===== config.mk =====
export PLATFORM = sky130hd
export DESIGN_NAME = jctg_ctrl
export DESIGN_NICKNAME = d
export VERILOG_FILES = /design/src/jctg_pkg.sv /design/src/jctg_ctrl.sv
export SDC_FILE = /design/constraint.sdc
export NUM_CORES = 1
export LEC_CHECK = 0
export BUFFER_PORTS_ARGS = -buffer_cell sky130_fd_sc_hd__clkbuf_2
export CAP_MARGIN = 10
export CORE_AREA = 2 2 39 41
export CTS_CLUSTER_DIAMETER = 200
export DETAILED_ROUTE_END_ITERATION = 6
export DIE_AREA = 0 0 41 43
export GPL_TIMING_DRIVEN = 0
export PLACE_DENSITY = 0.71
export SYNTH_ARGS = -nofsm -noshare
export SYNTH_HDL_FRONTEND = slang
export SYNTH_SLANG_ARGS = --single-unit

===== constraint.sdc =====
create_clock -name clk -period 4 [get_ports clk]
set_input_delay 0.2 -clock clk [delete_from_list [all_inputs] [get_ports clk]]
set_output_delay 0.2 -clock clk [all_outputs]
set_load 0.03 [all_outputs]

===== src/jctg_pkg.sv =====
// shared types, codes and constants of the joint cosine trajectory generator
package jctg_pkg;

	localparam int NUM_JOINTS_DEF = 16;
	localparam int SINE_DEPTH_DEF = 1024;

	// iterative divider: numerator width, one quotient bit per step
	localparam int DIV_W = 34;

	// division by 1000 below 2^33: drop three bits, then multiply by the reciprocal of 125
	localparam logic [30:0] MS_RECIP = 31'd1099511628;
	localparam int MS_SHIFT = 37;

	localparam longint unsigned HALF_PI_Q30 = 64'd1686629713;
	localparam longint unsigned ONE_Q30 = 64'd1073741824;

	typedef enum logic [1:0] {
		KIND_START_END,
		KIND_START_MAG,
		KIND_STOP,
		KIND_UPDATE
	} kind_e;

	typedef enum logic [1:0] {
		PROF_HALF_COS,
		PROF_SINUSOID,
		PROF_RAMP
	} profile_e;

	typedef enum logic [1:0] {
		DIV_MOD,
		DIV_PHASE
	} div_op_e;

	typedef enum logic [3:0] {
		ST_IDLE,
		ST_READ,
		ST_SETUP,
		ST_PLAN,
		ST_DIV_MOD,
		ST_DIV_PHASE,
		ST_ANGLE,
		ST_ROM,
		ST_MULT,
		ST_ABS,
		ST_SCALE,
		ST_DIV_MS,
		ST_FINISH
	} state_e;

	typedef struct packed {
		logic [1:0] kind;
		logic [3:0] joint;
		logic [31:0] now_ms;
		logic signed [31:0] current_pos;
		logic signed [31:0] current_vel;
		logic signed [31:0] target;
		logic [15:0] period_ms;
	} item_t;

	typedef struct packed {
		logic [3:0] joint_echo;
		logic signed [31:0] desired_pos;
		logic signed [31:0] desired_vel;
		logic drive_zero;
		logic active;
	} result_t;

	typedef struct packed {
		logic [31:0] start_time;
		logic signed [31:0] start_pos;
		logic signed [31:0] mag;
		logic [15:0] period;
		logic signed [31:0] last_sp;
		logic signed [31:0] held_vel;
	} rec_t;

	localparam rec_t REC_RESET = '{32'd0, 32'sd0, 32'sd0, 16'd1, 32'sd0, 32'sd0};

	typedef struct packed {
		logic load_item;
		logic read_rec;
		logic setup;
		logic div_start;
		div_op_e div_op;
		logic angle;
		logic mult;
		logic abs_en;
		logic scale;
		logic finish;
	} ctrl_t;

	typedef struct packed {
		logic [1:0] kind;
		logic joint_ok;
		logic lt1;
		logic lt2;
		logic lt4;
		logic div_busy;
	} status_t;

endpackage


===== src/jctg_ctrl.sv =====
// controller state machine: sequences record access, divisions and the profile stages
module jctg_ctrl (
	input  logic              clk,
	input  logic              arst_n,
	input  logic              start,
	input  logic [1:0]        mode,
	input  jctg_pkg::status_t status,
	output jctg_pkg::ctrl_t   ctrl,
	output logic              busy
);
	import jctg_pkg::*;

	state_e state_q;
	state_e state_d;

	always_ff @(posedge clk or negedge arst_n) begin
		if (!arst_n) begin
			state_q <= ST_IDLE;
		end else begin
			state_q <= state_d;
		end
	end

	always_comb begin
		state_d = state_q;
		ctrl = '0;
		ctrl.div_op = DIV_MOD;
		unique case (state_q)
			ST_IDLE: begin
				if (start) begin
					ctrl.load_item = 1'b1;
					state_d = ST_READ;
				end
			end
			ST_READ: begin
				ctrl.read_rec = 1'b1;
				if (!status.joint_ok) begin
					state_d = ST_IDLE;
				end else if (status.kind == KIND_UPDATE) begin
					state_d = ST_SETUP;
				end else begin
					state_d = ST_FINISH;
				end
			end
			ST_SETUP: begin
				ctrl.setup = 1'b1;
				state_d = ST_PLAN;
			end
			ST_PLAN: begin
				priority if ((mode != PROF_HALF_COS && mode != PROF_SINUSOID && mode != PROF_RAMP)
						|| (mode == PROF_HALF_COS && !status.lt1)) begin
					state_d = ST_FINISH;
				end else if (mode == PROF_RAMP && !status.lt2) begin
					state_d = ST_ABS;
				end else if (mode == PROF_SINUSOID && !status.lt4) begin
					ctrl.div_start = 1'b1;
					ctrl.div_op = DIV_MOD;
					state_d = ST_DIV_MOD;
				end else begin
					ctrl.div_start = 1'b1;
					ctrl.div_op = DIV_PHASE;
					state_d = ST_DIV_PHASE;
				end
			end
			ST_DIV_MOD: begin
				if (!status.div_busy) begin
					ctrl.div_start = 1'b1;
					ctrl.div_op = DIV_PHASE;
					state_d = ST_DIV_PHASE;
				end
			end
			ST_DIV_PHASE: begin
				if (!status.div_busy) state_d = ST_ANGLE;
			end
			ST_ANGLE: begin
				ctrl.angle = 1'b1;
				state_d = ST_ROM;
			end
			ST_ROM: begin
				state_d = ST_MULT;
			end
			ST_MULT: begin
				ctrl.mult = 1'b1;
				state_d = ST_ABS;
			end
			ST_ABS: begin
				ctrl.abs_en = 1'b1;
				state_d = ST_SCALE;
			end
			ST_SCALE: begin
				ctrl.scale = 1'b1;
				if (mode == PROF_RAMP) begin
					state_d = ST_DIV_MS;
				end else begin
					state_d = ST_FINISH;
				end
			end
			// wait state while the reciprocal multiply result is registered
			ST_DIV_MS: begin
				state_d = ST_FINISH;
			end
			ST_FINISH: begin
				ctrl.finish = 1'b1;
				state_d = ST_IDLE;
			end
			default: begin
				state_d = ST_IDLE;
			end
		endcase
	end

	assign busy = state_q != ST_IDLE;

endmodule


== After elaboration in Yosys (flattened, before gate mapping) ==
Index checks and enable logic that the tools add are counted.

* Register bits: 4
* Logic and storage cells: 59
* Input port bits: 12

* Reductions and logical operators: 14
* Muxes and demuxes: 24
* Equality and inequality tests: 20

{| class="wikitable"
|+ Operators with widths
! cell !! number
|-
| $pmux W4 S12 || 1
|-
| $mux W4 || 7
|-
| $eq A4 B4 Y1 const B || 5
|-
| $eq A4 B3 Y1 const B || 4
|-
| $mux W3 || 4
|-
| $mux W1 || 11
|-
| $eq A4 B2 Y1 const B || 2
|-
| $ne A2 B2 Y1 const B || 4
|-
| $pmux W3 S2 || 1
|-
| $logic_and A1 B1 Y1 || 5
|-
| $eq A2 B2 Y1 const B || 2
|-
| $eq A4 B1 Y1 const B || 1
|-
| $logic_not A4 Y1 || 1
|-
| $reduce_bool A4 Y1 || 1
|-
| $logic_not A1 Y1 || 3
|-
| $reduce_and A3 Y1 || 1
|-
| $eq A2 B1 Y1 const B || 1
|-
| $logic_not A2 Y1 || 1
|-
| $ne A2 B1 Y1 const B || 1
|-
| $reduce_bool A2 Y1 || 1
|-
| $logic_or A1 B1 Y1 || 1
|}

== Logic depth before layout (Yosys ltp) ==
* Depth in word-level cells: 6
* Gate-level depth with buffers: 5
* Depth with buffers taken out: 3

== Worst setup path after synthesis ==
No wires, ideal clock.

* Path type: register -> register
* From: reg state_q[3]
* To: reg state_q[1]
* Arrival time: 1679 ps
* Data required time: 3913 ps
* Setup time: 87 ps
* Period minus slack after synthesis: 1766 ps
* Slack: 2234 ps
* Stages on the path, launching flop included: 5
* Cell sequence: dfrtp_1 buf_6 nor4b_2 a22oi_1 a211oi_2

* Cells in the longest elaborated chain, start to end: 3
* Elaborated cells on any way between the ends: 17

{| class="wikitable"
|+ Ends and longest elaborated chain
! item !! RTL line !! source
|-
| from (decl) || jctg_ctrl.sv:13 || <nowiki>state_e state_q;</nowiki>
|-
| from (signal assigned) || jctg_ctrl.sv:20 || <nowiki>state_q <= state_d;</nowiki>
|-
| $eq A4 B3 Y1 / $logic_not A4 Y1 (equally long branches) || jctg_ctrl.sv:28 || <nowiki>unique case (state_q)</nowiki>
|-
| $ne A2 B2 Y1 (no source line) || - ||
|-
| $reduce_and A3 Y1 (no source line) || - ||
|}

Parallel ways exist; a longest one is shown, timed or not.
A chain may end at the register's enable or synchronous reset.

==> impl_metrics.yaml <==
run_status:
  status: "completed"
power:
  seq_power_share_pct: 16.3
  combinationalPowerShare_pct: 72.7
  leakage_nw: 0.3343
  power.net_switching_uw: 229.7
  max-vdd-ir-drop_uv: 235.2
  switching_share_pct: 51.77
  p_int_uw: 214.0
  powerDensity_nw_per_um2: 661.5
  power.share.clock_pct: 11.0
setup_path:
  cpPeakStageDelay_ns: 0.58
  crit_slowest_cell: "or4_1"
  startpoint_type: "flip-flop"
  critical_path_buf_inv_count: 2
  worstRegToRegCells: 4
  rr_endpoint: "state_q[1]"
  rrSetupSlack_ns: 2.59
  cp-end-kind: "primary output"
  timing.setup.critical_path_class: "flip-flop to primary output"
  arrival_ns: 1.71
  critPathLaunch: "state_q[1]"
  crit_family: "simple AND/OR/NAND/NOR gates"
  required_ns: 3.80
  r2r-start: "state_q[3]"
  path_max_fanout: 10
  cp-endpoint: "ctrl[7]"
  path_cells: "buf_6, or4_1, o21ai_1, clkbuf_2"
  cp.depth: 4
finish:
  drive_above_1_share_pct: 41.11
  antenna_cells: 0
  largest_reg_flops: 4
  syn_to_final_growth_pct: 32.02
  regMostFlops: "state_q"
  fin_nets: 104
  largest_registers: "state_q: 4 flops"
  fillers: 142
sta:
  fin_worst_skew_ns: 0.002940
  fin_hold_ws_ns: 0.2544
  setup_tns_ns: 0
  finalSetupViolations: 0
  finalCritPeriodShare_pct: 47.87
  fin_crit_ns: 1.915
  report.final.slew_viol_count: 0
  rsz0062_at_grt: "false"
  hold_violations: 0
  setup_slack_ns: 2.085
  max_freq_ghz: 0.5223
placed_design:
  dp_slack_ns: 2.338
  port_buffers: 22
  dp_hpwl_um: 1020
  gp_congestion: 0.7736
logic_synthesis:
  synthCells: 64
  syn-mean-instance-area_um2: 7.937
  synthArstFlopShare_pct: 100.0
  ys_ff_latch: 4
  ys.flop_type: "dfrtp_1"
  yosysUniqueCellTypes: 36
  yosysMostFrequentCell: "nor3_1"
  yosysTopAreaCellShare_pct: 19.70
  ys_seq_area_share_pct: 19.70
  synth_area_leaders: "dfrtp_1, nand2b_1, nor2b_1, nor3_1, buf_6"
  netlist_area_um2: 508.0
  yosys.area.top_type: "dfrtp_1"
  yosys_warnings: 0
  synth-edff-count: 0
  syn-num-nets: 76
global_routing:
  grt_pass1_vias: 498
  antenna_found_initial: 0
  grt_max_degree: 11
  grt_use_total_pct: 18.97
  overflow: 0
  grt_pass1_wl_um: 2221
route:
  dr.pass1.iters: 4
  drc: 0
  via_count: 572
  via_per_inst: 5.396
  drt_first_iter_violations: 14
  wl_per_cell_um: 12.24
  ant_nets: 0
  drt_wl_total_um: 1297
floorplan:
  die_w_um: 41
  ios: 24
  die_h_um: 43
  initial_core_util_pct: 36.71
  core_um2: 1384
  rows: 14
  design.die.area_um2: 1763
hold_path:
  hold_start: "status[0]"
  min_path_type: "input port to flip-flop"
clock_network:
  cts_resized: 0
  clk_path_buf_depth: 2
  cts_root_buf: "clkbuf_4"
  path_clk_slew_ns: 0.04
  h-tree-depth: 1
  clock_sinks: 4
  cts_tree: "yes"
  clk_latency_ns: 0.23
  cts_buffers: 3
run:
  cap_viol_max_count: 0
## timing repair
item,4_1_cts,5_1_grt
hold buffers,1,0
hold endpoints to repair,4,0
setup buffers,0,0
## worst register-to-register path, cell delays in order (launching register included)
cell and delay (ns):
dfrtp_1 0.36, buf_6 0.13, nor4b_2 0.39, a22oi_1 0.16
a211oi_2 0.26
## cell type report
class	instances	area, um2	area share (%)
tap	16	20.02	2.985
clock buffer	3	22.52	3.358
sequential	4	100.1	14.93
multi-input combinational	51	349.1	52.05
timing repair buffer	23	120.1	17.91
inverter	3	11.26	1.679
buffer	6	47.55	7.090
## layer usage
metal | share of wire [%] | GRT usage (%) | wire, um
met3 | 6.9 | 3.141 | 90
met4 | 1.1 | 12.00 | 14
met5 | 0 | 0 | 0
met1 | 44 | 24.84 | 573
met2 | 48 | 27.50 | 618
## power by group through the flow
stage / clock, mW / sequential (mW) / combinational, mW
global route: 0.0524 / 0.0764 / 0.357
CTS: 0.0510 / 0.0723 / 0.322
global placement: 0 / 0.0723 / 0.314
finish: 0.0489 / 0.0724 / 0.322
floorplan: 0 / 0.0693 / 0.249
detailed placement: 0 / 0.0728 / 0.321
## kinds of logic (layout without fill, tap and decap cells)
logic type / after synthesis / after routing / synth area share [%]
AO/OA/AOI/OAI: 14 / 14 / 22.66
XOR/XNOR: 1 / 1 / 1.724
buffers and inverters: 9 / 35 / 11.58
flip-flops: 4 / 4 / 19.71
other: 1 / 1 / 0.7382
AND/OR/NAND/NOR: 35 / 35 / 43.59
## through the flow
stage          area, um2  utilization [%]  cells  total power, mW
4_1_cts            670.6            48.46    106           0.4458
2_1_floorplan      508.0                -     64           0.3188
6_report           670.6            48.46    106           0.4436
5_1_grt            670.6            48.46    106           0.4856
3_3_place_gp       638.1            46.11    102           0.3865
3_5_place_dp       638.1            46.11    102           0.3940
## worst min path at each step
stage / to / slack [ns] / cells past startpoint
2_1_floorplan: state_q[0] / -0.1 / 0
3_3_place_gp: state_q[3] / 0.005 / 1
3_5_place_dp: state_q[1] / 0.009 / 1
4_1_cts: state_q[0] / 0.25 / 3
5_1_grt: state_q[0] / 0.29 / 3
6_report: state_q[0] / 0.25 / 3
## placed cells by master, fill, tap and decap left out, drive strengths merged, types with 2 or more instances in the layout
cell type  Yosys  final
a211oi         2      2
a21o           2      2
and3           2      2
buf            6      6
clkbuf         0     25
dfrtp          4      4
inv            3      3
nand2          5      5
nand2b         4      4
nand3          2      2
nor2           4      4
nor2b          4      4
nor3           5      5
o211ai         2      2
o21ai          2      2
or3            2      2
or4            2      2
No activity file was read; power rests on OpenSTA's default activity.
